`src/hdl/tpjd_pkg.sv`:
```
// Shared types and constants of the timed priority job dispatcher.
// No dependencies; every file of the block but tpjd_ram imports this package.
package tpjd_pkg;

	localparam int SLOTS_DEF   = 16;
	localparam int MAX_RESULTS = 16;
	localparam int CNT_W       = $clog2(MAX_RESULTS);

	localparam int JOB_W  = 8;
	localparam int TIME_W = 32;
	localparam int PRI_W  = 8;
	localparam int IVL_W  = 16;

	// Stream payload widths
	localparam int S_TDATA_W = 72;
	localparam int S_TUSER_W = 1;
	localparam int M_TDATA_W = 8;
	localparam int M_TUSER_W = 1;

	// Action codes carried on s_tuser
	localparam logic ACT_SUBMIT = 1'b0;
	localparam logic ACT_TICK   = 1'b1;

	// Result status codes carried on m_tuser
	localparam logic STAT_DISPATCHED = 1'b0;
	localparam logic STAT_FULL       = 1'b1;

	// One stored job
	typedef struct packed {
		logic [IVL_W-1:0]  interval;
		logic              repeat_en;
		logic [PRI_W-1:0]  pri;
		logic [TIME_W-1:0] due;
		logic [JOB_W-1:0]  job;
	} tpjd_rec_t;

	localparam int REC_W = $bits(tpjd_rec_t);

	typedef enum logic [2:0] {
		S_IDLE,
		S_DUE_SCAN,
		S_SEL_SCAN,
		S_PUT,
		S_REJECT
	} tpjd_state_t;

	// Controller to datapath
	typedef struct packed {
		logic store;       // write the submitted job into the lowest free slot
		logic tick;        // advance time, clear result count
		logic hold_rej;    // latch the id of a job that does not fit
		logic scan_start;  // start a pass over all slots
		logic sel_mode;    // pass picks the best due job (else it marks due slots)
		logic put;         // emit best job, write it back or free it
		logic reject;      // emit the full-table result
	} tpjd_cmd_t;

	// Datapath to controller
	typedef struct packed {
		logic free_any;   // some slot is free
		logic scan_done;  // final slot of the pass is being processed
		logic found;      // the selection pass has a candidate
		logic last_res;   // the pending result closes the tick
		logic out_free;   // output register can take a result
	} tpjd_sts_t;

endpackage

```
`src/hdl/tpjd_ram.sv`:
```
// Generic single write port, single read port RAM with registered read data.
// No dependencies.
module tpjd_ram #(
	parameter int WIDTH = 8,
	parameter int DEPTH = 16
) (
	input  logic                     clk,
	input  logic                     we,
	input  logic [$clog2(DEPTH)-1:0] waddr,
	input  logic [WIDTH-1:0]         wdata,
	input  logic                     re,
	input  logic [$clog2(DEPTH)-1:0] raddr,
	output logic [WIDTH-1:0]         rdata
);

	logic [WIDTH-1:0] mem_q [DEPTH];

	always_ff @(posedge clk) begin
		if (we) begin
			mem_q[waddr] <= wdata;
		end
		if (re) begin
			rdata <= mem_q[raddr];
		end
	end

endmodule

```
`src/hdl/tpjd_ctrl.sv`:
```
// Controller state machine of the job dispatcher: sequences submits, due
// scans, selection passes and result emission. Depends on tpjd_pkg.
module tpjd_ctrl (
	input  logic               clk,
	input  logic               arst_n,
	input  logic               in_valid,
	input  logic               in_action,
	output logic               in_ready,
	input  tpjd_pkg::tpjd_sts_t sts,
	output tpjd_pkg::tpjd_cmd_t cmd
);
	import tpjd_pkg::*;

	tpjd_state_t state_q, state_d;

	always_ff @(posedge clk or negedge arst_n) begin
		if (!arst_n) begin
			state_q <= S_IDLE;
		end else begin
			state_q <= state_d;
		end
	end

	always_comb begin
		state_d  = state_q;
		cmd      = '0;
		in_ready = 1'b0;
		unique case (state_q)
			S_IDLE: begin
				in_ready = 1'b1;
				if (in_valid) begin
					if (in_action == ACT_TICK) begin
						cmd.tick       = 1'b1;
						cmd.scan_start = 1'b1;
						state_d        = S_DUE_SCAN;
					end else if (sts.free_any) begin
						cmd.store = 1'b1;
					end else begin
						cmd.hold_rej = 1'b1;
						state_d      = S_REJECT;
					end
				end
			end
			S_DUE_SCAN: begin
				if (sts.scan_done) begin
					cmd.scan_start = 1'b1;
					cmd.sel_mode   = 1'b1;
					state_d        = S_SEL_SCAN;
				end
			end
			S_SEL_SCAN: begin
				cmd.sel_mode = 1'b1;
				if (sts.scan_done) begin
					state_d = sts.found ? S_PUT : S_IDLE;
				end
			end
			S_PUT: begin
				cmd.sel_mode = 1'b1;
				if (sts.out_free) begin
					cmd.put = 1'b1;
					if (sts.last_res) begin
						state_d = S_IDLE;
					end else begin
						cmd.scan_start = 1'b1;
						state_d        = S_SEL_SCAN;
					end
				end
			end
			S_REJECT: begin
				if (sts.out_free) begin
					cmd.reject = 1'b1;
					state_d    = S_IDLE;
				end
			end
			default: begin
				state_d = S_IDLE;
			end
		endcase
	end

endmodule

```
`src/hdl/tpjd_dp.sv`:
```
// Datapath of the job dispatcher: slot table in RAM, valid and due flags,
// time counter, scan pipeline, best-job register and output register.
// Depends on tpjd_pkg and tpjd_ram.
module tpjd_dp #(
	parameter int SLOTS = tpjd_pkg::SLOTS_DEF
) (
	input  logic                       clk,
	input  logic                       arst_n,
	input  tpjd_pkg::tpjd_rec_t        in_rec,
	input  logic                       out_ready,
	output logic                       out_valid,
	output logic [tpjd_pkg::JOB_W-1:0] out_job_id,
	output logic                       out_status,
	output logic                       out_last,
	input  tpjd_pkg::tpjd_cmd_t        cmd,
	output tpjd_pkg::tpjd_sts_t        sts
);
	import tpjd_pkg::*;

	localparam int IW = $clog2(SLOTS);
	localparam logic [IW-1:0] LAST_IDX = IW'(SLOTS - 1);

	logic [TIME_W-1:0] time_q;
	logic [SLOTS-1:0]  valid_q;
	logic [SLOTS-1:0]  due_q;
	logic [IW-1:0]     rd_idx_q;
	logic              rd_act_q;
	logic              sel_mode_q;
	logic              vld_s1;
	logic [IW-1:0]     idx_s1;
	logic              found_q;
	tpjd_rec_t         best_q;
	logic [IW-1:0]     best_idx_q;
	logic [CNT_W-1:0]  n_q;
	logic [JOB_W-1:0]  rej_job_q;
	logic              out_vld_q;
	logic [JOB_W-1:0]  out_job_q;
	logic              out_stat_q;
	logic              out_last_q;

	logic [IW-1:0]     free_idx;
	logic              free_any;
	logic [REC_W-1:0]  rd_data;
	tpjd_rec_t         rd_rec;
	logic              hit;
	logic [SLOTS-1:0]  rest_due;
	logic [IVL_W-1:0]  step;
	tpjd_rec_t         wb_rec;
	logic              we;
	logic [IW-1:0]     waddr;
	logic [REC_W-1:0]  wdata;

	// Lowest free slot
	always_comb begin
		free_idx = '0;
		free_any = 1'b0;
		for (int i = SLOTS - 1; i >= 0; i--) begin
			if (!valid_q[i]) begin
				free_idx = IW'(i);
				free_any = 1'b1;
			end
		end
	end

	assign rd_rec = tpjd_rec_t'(rd_data);
	assign hit    = vld_s1 && sel_mode_q && due_q[idx_s1]
		&& (!found_q || rd_rec.pri > best_q.pri);

	always_comb begin
		rest_due             = due_q;
		rest_due[best_idx_q] = 1'b0;
	end

	// Recurring job: next due is now plus interval, zero counts as one
	assign step   = (best_q.interval == '0) ? IVL_W'(1) : best_q.interval;
	always_comb begin
		wb_rec     = best_q;
		wb_rec.due = time_q + {{(TIME_W - IVL_W){1'b0}}, step};
	end

	assign we    = cmd.store || (cmd.put && best_q.repeat_en);
	assign waddr = cmd.store ? free_idx : best_idx_q;
	assign wdata = cmd.store ? REC_W'(in_rec) : REC_W'(wb_rec);

	tpjd_ram #(
		.WIDTH(REC_W),
		.DEPTH(SLOTS)
	) u_ram (
		.clk   (clk),
		.we    (we),
		.waddr (waddr),
		.wdata (wdata),
		.re    (rd_act_q),
		.raddr (rd_idx_q),
		.rdata (rd_data)
	);

	// Control state
	always_ff @(posedge clk or negedge arst_n) begin
		if (!arst_n) begin
			time_q     <= '0;
			valid_q    <= '0;
			due_q      <= '0;
			rd_idx_q   <= '0;
			rd_act_q   <= 1'b0;
			sel_mode_q <= 1'b0;
			vld_s1     <= 1'b0;
			found_q    <= 1'b0;
			n_q        <= '0;
			out_vld_q  <= 1'b0;
		end else begin
			if (cmd.tick) begin
				time_q <= time_q + TIME_W'(1);
				n_q    <= '0;
			end
			if (cmd.store) begin
				valid_q[free_idx] <= 1'b1;
			end
			// Scan pipeline: address stage, then data stage
			vld_s1 <= rd_act_q;
			if (cmd.scan_start) begin
				rd_idx_q   <= '0;
				rd_act_q   <= 1'b1;
				sel_mode_q <= cmd.sel_mode;
				found_q    <= 1'b0;
			end else if (rd_act_q) begin
				if (rd_idx_q == LAST_IDX) begin
					rd_act_q <= 1'b0;
				end else begin
					rd_idx_q <= rd_idx_q + IW'(1);
				end
			end
			if (vld_s1 && !sel_mode_q) begin
				due_q[idx_s1] <= valid_q[idx_s1] && (rd_rec.due <= time_q);
			end
			if (hit) begin
				found_q <= 1'b1;
			end
			if (cmd.put) begin
				due_q[best_idx_q] <= 1'b0;
				n_q               <= n_q + CNT_W'(1);
				if (!best_q.repeat_en) begin
					valid_q[best_idx_q] <= 1'b0;
				end
			end
			if (cmd.put || cmd.reject) begin
				out_vld_q <= 1'b1;
			end else if (out_ready) begin
				out_vld_q <= 1'b0;
			end
		end
	end

	// Payload
	always_ff @(posedge clk) begin
		if (rd_act_q) begin
			idx_s1 <= rd_idx_q;
		end
		if (hit) begin
			best_q     <= rd_rec;
			best_idx_q <= idx_s1;
		end
		if (cmd.hold_rej) begin
			rej_job_q <= in_rec.job;
		end
		if (cmd.put) begin
			out_job_q  <= best_q.job;
			out_stat_q <= STAT_DISPATCHED;
			out_last_q <= sts.last_res;
		end else if (cmd.reject) begin
			out_job_q  <= rej_job_q;
			out_stat_q <= STAT_FULL;
			out_last_q <= 1'b1;
		end
	end

	assign sts.free_any  = free_any;
	assign sts.scan_done = vld_s1 && (idx_s1 == LAST_IDX);
	assign sts.found     = found_q || hit;
	assign sts.last_res  = (rest_due == '0) || (n_q == CNT_W'(MAX_RESULTS - 1));
	assign sts.out_free  = !out_vld_q || out_ready;

	assign out_valid  = out_vld_q;
	assign out_job_id = out_job_q;
	assign out_status = out_stat_q;
	assign out_last   = out_last_q;

endmodule

```
`src/hdl/timed_priority_job_dispatcher.sv`:
```
// Top level of the timed priority job dispatcher: stream ports, controller
// and datapath. Depends on tpjd_pkg, tpjd_ctrl, tpjd_dp and tpjd_ram.
//
//  port group | dir | tdata (low bit up)                              | tuser  | tlast
//  s_         | in  | job_id, due_time, job_priority, recurring,      | action | -
//             |     | repeat_interval, 7 zero bits                    |        |
//  m_         | out | out_job_id                                      | status | last
//
// Submit: a job is stored when a slot is free; a job that finds the table full
// goes through the reject state and any wait for the output register.
// Tick: a due scan, then per dispatched job one selection pass through the
// slot RAM read port plus one emit step; a tick with nothing due spends one
// empty selection pass instead.
// Output stalls hold the emit step and the input; reset clears time and flags.
module timed_priority_job_dispatcher #(
	parameter int SLOTS = tpjd_pkg::SLOTS_DEF
) (
	input  logic                           clk,
	input  logic                           arst_n,
	input  logic                           s_tvalid,
	output logic                           s_tready,
	input  logic [tpjd_pkg::S_TDATA_W-1:0] s_tdata,  // job_id, due_time, job_priority, recurring, repeat_interval
	input  logic [tpjd_pkg::S_TUSER_W-1:0] s_tuser,  // action
	output logic                           m_tvalid,
	input  logic                           m_tready,
	output logic [tpjd_pkg::M_TDATA_W-1:0] m_tdata,  // out_job_id
	output logic [tpjd_pkg::M_TUSER_W-1:0] m_tuser,  // status
	output logic                           m_tlast
);
	import tpjd_pkg::*;

	tpjd_cmd_t cmd;
	tpjd_sts_t sts;
	tpjd_rec_t in_rec;

	assign in_rec.job       = s_tdata[7:0];
	assign in_rec.due       = s_tdata[39:8];
	assign in_rec.pri       = s_tdata[47:40];
	assign in_rec.repeat_en = s_tdata[48];
	assign in_rec.interval  = s_tdata[64:49];

	tpjd_ctrl u_ctrl (
		.clk       (clk),
		.arst_n    (arst_n),
		.in_valid  (s_tvalid),
		.in_action (s_tuser[0]),
		.in_ready  (s_tready),
		.sts       (sts),
		.cmd       (cmd)
	);

	tpjd_dp #(
		.SLOTS(SLOTS)
	) u_dp (
		.clk        (clk),
		.arst_n     (arst_n),
		.in_rec     (in_rec),
		.out_ready  (m_tready),
		.out_valid  (m_tvalid),
		.out_job_id (m_tdata),
		.out_status (m_tuser[0]),
		.out_last   (m_tlast),
		.cmd        (cmd),
		.sts        (sts)
	);

endmodule

```
`config.mk`:
```
export PLATFORM = sky130hd
export DESIGN_NAME = timed_priority_job_dispatcher
export DESIGN_NICKNAME = d
export VERILOG_FILES = /design/src/hdl/tpjd_pkg.sv /design/src/hdl/tpjd_ram.sv /design/src/hdl/tpjd_ctrl.sv /design/src/hdl/tpjd_dp.sv /design/src/hdl/timed_priority_job_dispatcher.sv
export SDC_FILE = /design/constraint.sdc
export NUM_CORES = 1
export LEC_CHECK = 0
export ABC_AREA = 1
export ABC_CLOCK_PERIOD_IN_PS = 7100
export BUFFER_PORTS_ARGS = -buffer_cell sky130_fd_sc_hd__buf_4
export CAP_MARGIN = 20
export CORE_MARGIN = 2
export CORE_UTILIZATION = 50
export CTS_BUF_LIST = sky130_fd_sc_hd__clkbuf_8 sky130_fd_sc_hd__clkbuf_16
export CTS_CLUSTER_DIAMETER = 50
export DETAILED_ROUTE_END_ITERATION = 10
export PLACE_DENSITY_LB_ADDON = 0.15
export SLEW_MARGIN = 15
export SYNTH_ARGS = -nofsm -noshare
export SYNTH_HDL_FRONTEND = slang
export SYNTH_HIERARCHICAL = 1
export SYNTH_SLANG_ARGS = --single-unit
```
`constraint.sdc`:
```
create_clock -name clk -period 7.1 [get_ports clk]
set_clock_uncertainty 0.15 [all_clocks]
set_input_delay 1.065 -clock clk [delete_from_list [all_inputs] [get_ports clk]]
set_output_delay 1.065 -clock clk [all_outputs]
set_load 0.1 [all_outputs]
```
# Word-level counts from Yosys, hierarchy flattened
# Memory sizes are Yosys's and may differ from the RTL's. A register that Yosys moved wholly into a read port is not among the register bits.
# Cells that the tools add are included.
dict set report classes {
  n_addsub 4
  magnitude_cmp 8
  n_eq_ne 14
  muxes 95
  bitwise_logic 5
  reduce_logical 30
}
# operator count
set ops {}
lappend ops {{16-bit 2-to-1 mux} 6}
lappend ops {{4-bit 2-to-1 mux} 23}
lappend ops {{65-bit 2-to-1 mux} 1}
lappend ops {{16-bit AND} 3}
lappend ops {{1-bit 2-to-1 mux} 43}
lappend ops {{32-bit by 1-bit adder with 32-bit output (second input constant)} 1}
lappend ops {{32-bit by 16-bit adder with 32-bit output} 1}
lappend ops {{32-bit less-or-equal comparator} 1}
lappend ops {{16-bit zero test} 2}
lappend ops {{3-bit 2-to-1 mux} 8}
lappend ops {{16-bit bitwise mux} 1}
lappend ops {{8-bit 2-to-1 mux} 2}
lappend ops {{16-bit NOT} 1}
lappend ops {{16-bit OR} 1}
lappend ops {{4-bit by 5-bit < comparator with 1-bit output (second input constant)} 3}
lappend ops {{3-bit case mux with 5 select lines} 1}
lappend ops {{1-bit demux with 4-bit select} 3}
lappend ops {{4-bit == test (second input constant)} 3}
lappend ops {{4-bit by 1-bit greater-or-equal comparator with 1-bit output (second input constant)} 3}
lappend ops {{2-bit != test (second input constant)} 6}
lappend ops {{1-bit logical AND} 10}
lappend ops {{2-bit nonzero test} 5}
lappend ops {{4-bit by 1-bit adder with 4-bit output (second input constant)} 2}
lappend ops {{1-bit binary-select mux with 4-bit select} 2}
lappend ops {{14 further kinds} 24}
dict set report totals {
  reg_bits 139
  mem_bits_rw 1040
  input_bits 77
  output_inout_bits 12
  wordCells 178
  mem_count 1
}
# memory depth word_bits read_ports rd_ports_with_merged_regs wr line_no
set memory_table {}
lappend memory_table {u_dp.u_ram.mem_q 16 65 1 1 1 tpjd_ram.sv:16} ;# logic [WIDTH-1:0] mem_q [DEPTH];

# Depth between registers and ports, before layout
# Gate-level depths: netlist of the first run.
dict set report depth {
  ltp_word 25
  mapped_depth 20
  mapped_depth_nobuf 20
}

# Modules after synthesis
# The synthesis of the first run kept the hierarchy.
# mod instances cells_each area_per_inst_um2 seq_area_each_um2
set by_module_without_submodules {}
lappend by_module_without_submodules {tpjd_ram 1 4276 46583.4 33181.8}
lappend by_module_without_submodules {tpjd_dp 1 1144 8982.4 3688.5}
lappend by_module_without_submodules {tpjd_ctrl 1 56 319.1 75.1}

# Worst setup path before layout of the first run
# Ideal clock, no wire load.
dict set report synth_path {
  path_kind {in2reg}
  startpoint {input s_tuser}
  endpoint {memory u_dp/u_ram/mem_q[12][0] in the netlist's numbering (enable)}
  setup_time_ns 0.489
  t_arrival_ns 5.260
  required_time_ns 6.461
  setup_slack_ns 1.202
  path_stages 9
  n_path_buf 2
  cell_sequence {inv_1 -> nand3_1 -> nor2_1 -> clkbuf_1 -> inv_1 -> clkbuf_1 -> o21ai_0 -> nand3_1 -> nor2_1}
}
# element line_no
set synth_lines {}
lappend synth_lines {{from (decl)} timed_priority_job_dispatcher.sv:23} ;# input logic [tpjd_pkg::S_TUSER_W-1:0] s_tuser,
lappend synth_lines {{to (decl)} tpjd_ram.sv:16}

==> impl_results.md, run 1 <==
* Syn_area_per_cell at 10.2 um2
* Die Width at 338 um
* Worst-Margin Slew at 1230 ps
* Comb pwr share at 0.318
* Max incr delay on CP at 980 ps
* Final setup fails at 0
* IO Count at 89
* Cts repair resizes at 0
* Worst setup SP type: flop
* Fill cell instance count of the final layout at 9373
* Final nets at 5679
* Via count at 37700
* Port-buffer cells at 81
* Post-layout min period at 4790 ps
* CTS tree: done
* EDFF count, synth at 1163
* Layout area overhead at 11.6%
* Clock share of power at 0.276
* Post-route ant nets at 0
* Post-synth top flop: edfxtp_1
* DIE AREA at 0.114 mm2
* Net Sw Frac at 0.370
* Max Cap Viol at 0
* Sequential power share at 0.406
* Post-layout util at 0.563
* Grt ovf at 0
* CTS Buffer Depth at 3
* Starting Density at 0.504
* CTS Root Cell: clkbuf_16
* Initial DRC Count at 3673
* Worst-path fanout max at 49
* Max IR drop VDD at 0.000522 V
* Number of H-tree levels at 4
* Hold_buf cts at 0
* Synth unique cells at 55
* Synth warn at 6
* Pin count of the biggest net entering global routing at 227
* Sink Count at 1244
* Global placement routability congestion at 0.911
* First-pass GRT wire length at 217000 um
* Hold WS at 92.8 ps
* Commonest non-fill, non-tap cell in the layout: nand2_1
* Post-DP HPWL at 77600 um
* Antenna diode count at 0
* P_sw at 9.23 mW
* Most frequent cells in the layout: 1626 x nand2_1, 1163 x edfxtp_1, 951 x inv_1
* Cells along the critical path: inv_1, nor4_2, nand3_1, inv_1, nor2_4, buf_4, o21ai_0, nand3_1, nor2_4, buf_12
* CP endpoint kind: flop
* Leak at 26.7 nW
* Global Route Usage Sum at 0.250
* Async SR Flop Fraction at 0.0643
* Final Slew Violations at 0
* Share of layout cells above drive strength 1 at 0.0806
* Reg clk slew, reported paths at 60 ps
* Rows at 122
* Cell Pwr Density at 400 mW/mm2
* CP arrival at 5030 ps
* DR pass1 iterations at 6
* Initial antenna violation count at 1
* Wirelength per Cell at 20.2 um
* HP Class: in2async
* Fmax at 0.209 GHz
* Relative slew margins at 0.180
* Setup Buffers After CTS at 0
* Vias/cell at 5.28
* Num CTS Buffers at 141
* Final Non-Filler Cells at 7136
* Core region area at 0.111 mm2
* Setup TNS at 0 ps
* DP Cell Count at 6883
* Vias in the first global route at 35400
* Status: finished, final reports clean
* Final period util at 0.674
* Synthesized area at 0.0559 mm2
* P_int at 15.7 mW
* Hold violation count in the final report at 0
* DRC Markers at 0
* Post-Syn Nets at 5613
* Highest-delay cell along the critical path: nor2_4
* Synth Instances at 5476
* Seq/Total Area, Yosys at 0.661
* RSZ-0062 raised after global routing: false
* Die height at 338 um
* CP required at 7340 ps
* Clock insertion delay at the later pin of the skew report at 750 ps
* Crit path kind: reg2reg
* Yosys reg bits at 1244
* WL final at 144000 um
==> stage by stage <==
stage / total power [mW] / setup slack [ps] / area [um2]
2_1_floorplan: 15.7 / 1200 / 55900
3_3_place_gp: 18.0 / 2120 / 57900
3_5_place_dp: 18.1 / 2080 / 57900
4_1_cts: 25.0 / 2080 / 62300
5_1_grt: 26.3 / 1980 / 62400
6_report: 24.9 / 2310 / 62400
==> synth_stat cells (9+ instances only) <==
library cell | n | area, um2
a21oi_1 | 80 | 400
a31oi_1 | 12 | 75.1
buf_1 | 9 | 33.8
buf_2 | 133 | 666
buf_4 | 20 | 150
buf_6 | 37 | 417
clkbuf_1 | 57 | 214
dfrtp_1 | 80 | 2000
edfxtp_1 | 1163 | 34900
ha_1 | 59 | 738
inv_1 | 930 | 3490
inv_2 | 21 | 78.8
nand2_1 | 1626 | 6100
nand3_1 | 845 | 4230
nand4_1 | 18 | 113
nor2_1 | 137 | 514
nor3_1 | 14 | 70.1
o21ai_0 | 85 | 425
o21ai_1 | 18 | 90.1
xor2_1 | 37 | 324
==> flip-flops by register name (all words and copies together), names as in the netlist, 3 cells and up <==
name,count
u_ctrl/state_q,3
u_dp/best_q,33
u_dp/rej_job_q,8
u_dp/idx_s1,4
u_dp/u_ram/rdata,65
u_dp/best_idx_q,4
u_dp/time_q,32
u_dp/out_job_id,8
u_dp/u_ram/mem_q,1040
u_dp/rd_idx_q,4
u_dp/due_q,16
u_dp/n_q,4
u_dp/valid_q,16
==> power groups by stage <==
stage	logic, mW	clock network (mW)	registers, mW
2_1_floorplan	5.62	0	10.1
3_3_place_gp	7.78	0	10.2
3_5_place_dp	7.86	0	10.3
4_1_cts	7.90	7.01	10.1
5_1_grt	8.80	7.31	10.2
6_report	7.94	6.89	10.1
==> worst max-delay path: cells and delay by family, from the launching register on <==
| family | cells | cell delay, ps |
|---|---|---|
| compound gates | 1 | 460 |
| flops | 1 | 390 |
| simple gates | 5 | 2260 |
| buf+inv | 4 | 1060 |
==> cells by family (layout without fill, tap and decap cells) <==
kind of cell             after synthesis  count (layout)  synth area share
flip-flops                          1244            1244             0.661
AO/OA/AOI/OAI                        241             241            0.0242
XOR/XNOR                              40              40           0.00627
AND/OR/NAND/NOR                     2682            2682             0.204
buffers and inverters               1209            1381            0.0906
adder cells (fa/ha/maj)               60              60            0.0136
==> final timing paths <==
kind / start / endpoint / slack (ps) / cells after the start
worst max-delay path: u_dp/valid_q[11]$_DFF_PN0_ / u_dp/u_ram/mem_q[13][41]$_DFFE_PP_ / 2310 / 10
worst min register to register: u_dp/u_ram/rdata[1]$_DFFE_PP_ / u_dp/best_q[1]$_DFFE_PP_ / 270 / 0
worst max register to register: u_dp/valid_q[11]$_DFF_PN0_ / u_dp/u_ram/mem_q[13][41]$_DFFE_PP_ / 2310 / 10
max in group asynchronous: arst_n / u_dp/rd_idx_q[0]$_DFFE_PN0P_ / 5490 / 2
worst min-delay path: arst_n / u_dp/valid_q[13]$_DFF_PN0_ / 90 / 1
min in group clk: u_dp/u_ram/rdata[1]$_DFFE_PP_ / u_dp/best_q[1]$_DFFE_PP_ / 270 / 0
==> final cells by class <==
| type | count | area (um2) | share of cell area |
|---|---|---|---|
| Timing Repair Buffer | 179 | 1480 | 0.0237 |
| Inverter | 953 | 3610 | 0.0580 |
| Multi-Input combinational cell | 3023 | 14000 | 0.225 |
| Sequential cell | 1244 | 37000 | 0.593 |
| Clock buffer | 145 | 3630 | 0.0582 |
| Clock inverter | 104 | 776 | 0.0124 |
| Tap cell | 1488 | 1860 | 0.0299 |
==> layer usage <==
layer / part of all wire / vias up / track usage / wire [um]
li1: - / 18000 / - / -
met1: 0.44 / 18200 / 0.357 / 63200
met2: 0.47 / 1306 / 0.405 / 68200
met3: 0.067 / 192 / 0.0340 / 9660
met4: 0.020 / 0 / 0.0657 / 2880
met5: 0 / - / 0 / 0
(Power assumes the default switching activity.)
==> inputs of run 2 (changes only) <==
--- a/config.mk
+++ b/config.mk
@@ -6,7 +6,7 @@
 export NUM_CORES = 1
 export LEC_CHECK = 0
 export ABC_AREA = 1
-export ABC_CLOCK_PERIOD_IN_PS = 7100
+export ABC_CLOCK_PERIOD_IN_PS = 4400
 export BUFFER_PORTS_ARGS = -buffer_cell sky130_fd_sc_hd__buf_4
 export CAP_MARGIN = 20
 export CORE_MARGIN = 2
==> constraint.sdc (replaced) <==
create_clock -name clk -period 4.4 [get_ports clk]
set_clock_uncertainty 0.15 [all_clocks]
set_input_delay 0.66 -clock clk [delete_from_list [all_inputs] [get_ports clk]]
set_output_delay 0.66 -clock clk [all_outputs]
set_load 0.1 [all_outputs]
==> impl_results.md, run 2 (synthesized netlist as in run 1, its figures left out) <==
* Status: finished, final reports clean (unchanged)
* Grt ovf at 0 (unchanged)
* Vias/cell at 5.32 (was 5.28)
* Sequential power share at 0.391 (was 0.406)
* Reg clk slew, reported paths at 50 ps (was 60 ps)
* Max IR drop VDD at 0.000602 V (was 0.000522 V)
* DIE AREA at 0.114 mm2 (unchanged)
* Final setup fails at 0 (unchanged)
* P_int at 26.2 mW (was 15.7 mW)
* Cells along the critical path: nand2_1, inv_2, nand3_1, inv_1, nand2_1, inv_1, nand3_1, inv_1, nor2_4, inv_1, buf_4, o21ai_0, nand3b_1, nor2_4, buf_4 (was inv_1, nor4_2, nand3_1, inv_1, nor2_4, buf_4, o21ai_0, nand3_1, nor2_4, buf_12)
* Most frequent cells in the layout: 1626 x nand2_1, 1163 x edfxtp_1, 944 x inv_1 (was 1626 x nand2_1, 1163 x edfxtp_1, 951 x inv_1)
* Initial DRC Count at 4003 (was 3673)
* Cell Pwr Density at 658 mW/mm2 (was 400 mW/mm2)
* Initial antenna violation count at 3 (was 1)
* First-pass GRT wire length at 225000 um (was 217000 um)
* WL final at 150000 um (was 144000 um)
* Num CTS Buffers at 143 (was 141)
* Die height at 338 um (unchanged)
* IO Count at 89 (unchanged)
* Crit path top cell by count: inv_1
* Hold WS at 73.0 ps (was 92.8 ps)
* Core region area at 0.111 mm2 (unchanged)
* Worst path bufs/invs at 7 (was 4)
* Area post-placement at 0.0585 mm2 (was 0.0579 mm2)
* Highest-delay cell along the critical path: buf_4 (was nor2_4)
* Global Route Usage Sum at 0.260 (was 0.250)
* Max Cap Viol at 0 (unchanged)
* Register with the most flip-flops: u_dp/u_ram/mem_q (unchanged)
* Clock insertion delay at the later pin of the skew report at 760 ps (was 750 ps)
* Worst-Margin Slew at 1170 ps (was 1230 ps)
* Comb pwr share at 0.324 (was 0.318)
* CTS Root Cell: clkbuf_16 (unchanged)
* Worst-path fanout max at 31 (was 49)
* Post-DP HPWL at 83200 um (was 77600 um)
* HP Class: in2reg (was in2async)
* Global placement routability congestion at 0.905 (was 0.911)
* Leak at 27.1 nW (was 26.7 nW)
* Sink Count at 1244 (unchanged)
* CP endpoint kind: flop (unchanged)
* CTS tree: done (unchanged)
* Final Slew Violations at 0 (unchanged)
* DRC Markers at 0 (unchanged)
* Final period util at 0.925 (was 0.674)
* CP arrival at 4290 ps (was 5030 ps)
* Setup TNS at 0 ps (unchanged)
* Number of H-tree levels at 4 (unchanged)
* Relative slew margins at 0.223 (was 0.180)
* Hold violation count in the final report at 0 (unchanged)
* Wirelength per Cell at 20.8 um (was 20.2 um)
* Vias in the first global route at 36500 (was 35400)
* RSZ-0062 raised after global routing: false (unchanged)
* Share of layout cells above drive strength 1 at 0.0905 (was 0.0806)
* Via count at 38300 (was 37700)
* Fmax at 0.246 GHz (was 0.209 GHz)
* Port-buffer cells at 81 (unchanged)
* CTS Buffer Depth at 3 (unchanged)
* CP required at 4620 ps (was 7340 ps)
* Setup Buffers After CTS at 0 (unchanged)
* Clock share of power at 0.285 (was 0.276)
* Starting Density at 0.504 (unchanged)
* Worst setup SP type: flop (unchanged)
* Max reg flops at 1040 (unchanged)
* R2R Setup Slk at 330 ps (was 2310 ps)
* DR pass1 iterations at 6 (unchanged)
* Crit path kind: reg2reg (unchanged)
* Rows at 122 (unchanged)
* Layout area overhead at 13.4% (was 11.6%)
* Final nets at 5738 (was 5679)
* Pin count of the biggest net entering global routing at 173 (was 227)
* Net Sw Frac at 0.372 (was 0.370)
* Finished Cell Area at 0.0634 mm2 (was 0.0624 mm2)
* CP top delay family: simple AND/OR/NAND/NOR gates (unchanged)
* Max incr delay on CP at 550 ps (was 980 ps)
* Commonest non-fill, non-tap cell in the layout: nand2_1 (unchanged)
* Post-layout min period at 4070 ps (was 4790 ps)
* P_sw at 15.5 mW (was 9.23 mW)
* Die Width at 338 um (unchanged)
* Regs by FF count: u_dp/u_ram/mem_q: 1040 flops, u_dp/u_ram/rdata: 65 flops, u_dp/best_q: 33 flops (unchanged)
* Post-route ant nets at 0 (unchanged)
## run 2: cell types whose count changed in the layout (fill, tap and decap cells not counted), moves of 3 or more
cell / delta
buf_12: +20
inv_6: -5
inv_1: -7
buf_4: +29
o21ai_1: -3
clkbuf_16: +4
o21ai_0: +3
dlygate4sd3_1: +9
clkinvlp_4: +7
bufinv_16: +8
## run 2: final timing paths
| kind | from | cells after the start | to |
|---|---|---|---|
| min in group asynchronous | arst_n | 2 | u_ctrl/state_q[0]$_DFFE_PN0P_ |
| hold reg to reg | u_dp/u_ram/rdata[54]$_DFFE_PP_ | 0 | u_dp/best_q[54]$_DFFE_PP_ |
| hold / removal | m_tready | 4 | u_dp/out_valid$_DFFE_PN0P_ |
| setup / recovery | u_dp/valid_q[1]$_DFF_PN0_ | 15 | u_dp/u_ram/mem_q[8][61]$_DFFE_PP_ |
| max in group asynchronous | arst_n | 3 | u_dp/time_q[23]$_DFFE_PN0P_ |
| setup reg to reg | u_dp/valid_q[1]$_DFF_PN0_ | 15 | u_dp/u_ram/mem_q[8][61]$_DFFE_PP_ |
## run 2: power by group through the flow
stage                     logic [mW]  clock network, mW  registers (mW)
after floorplan                 9.08                  0            16.3
after global placement          13.2                  0            16.5
after detailed placement        13.4                  0            16.5
after CTS                       13.5               12.0            16.3
after global routing            14.9               12.5            16.4
final                           13.5               11.9            16.3
## run 2: layer usage
layer	track usage	share of wire
met3	0.0393	0.075
met4	0.0756	0.024
met1	0.364	0.43
met2	0.422	0.47
met5	0	0.000060
## run 2: cell type report
class / instances / area, um2
multi-input cells: 3023 / 14000
well taps: 1488 / 1860
repair buffers: 236 / 2180
inverters: 953 / 3610
diodes: 1 / 2.50
flip-flops and latches: 1244 / 37000
clock buffers: 149 / 3730
fillers: 9372 / 47400
clock inverters: 110 / 1020
## run 2: stage by stage
step                instances   util  power [mW]  setup WS [ps]
floorplan                5476      -        25.4           -453
global placement         6933  0.528        29.8            179
detailed placement       6934  0.528        29.9            137
CTS                      7202  0.572        41.8           91.2
global route             7203  0.572        43.8           74.7
finish                   7204  0.572        41.7            331
## run 2: worst reg2reg max path, cell delays in order, from the launching register on
cell and delay (ps):
dfrtp_1 420, nand2_1 100, inv_2 40, nand3_1 50, inv_1 50, nand2_1 70
inv_1 50, nand3_1 210, inv_1 140, nor2_4 370, inv_1 120, buf_4 190
o21ai_0 480, nand3b_1 450, nor2_4 240, buf_4 550
## run 2: timing repair
item	in CTS	in global routing
resized for setup	0	3
endpoints found under the hold margin	64	0
setup endpoints to repair	0	48
hold buffers	9	0
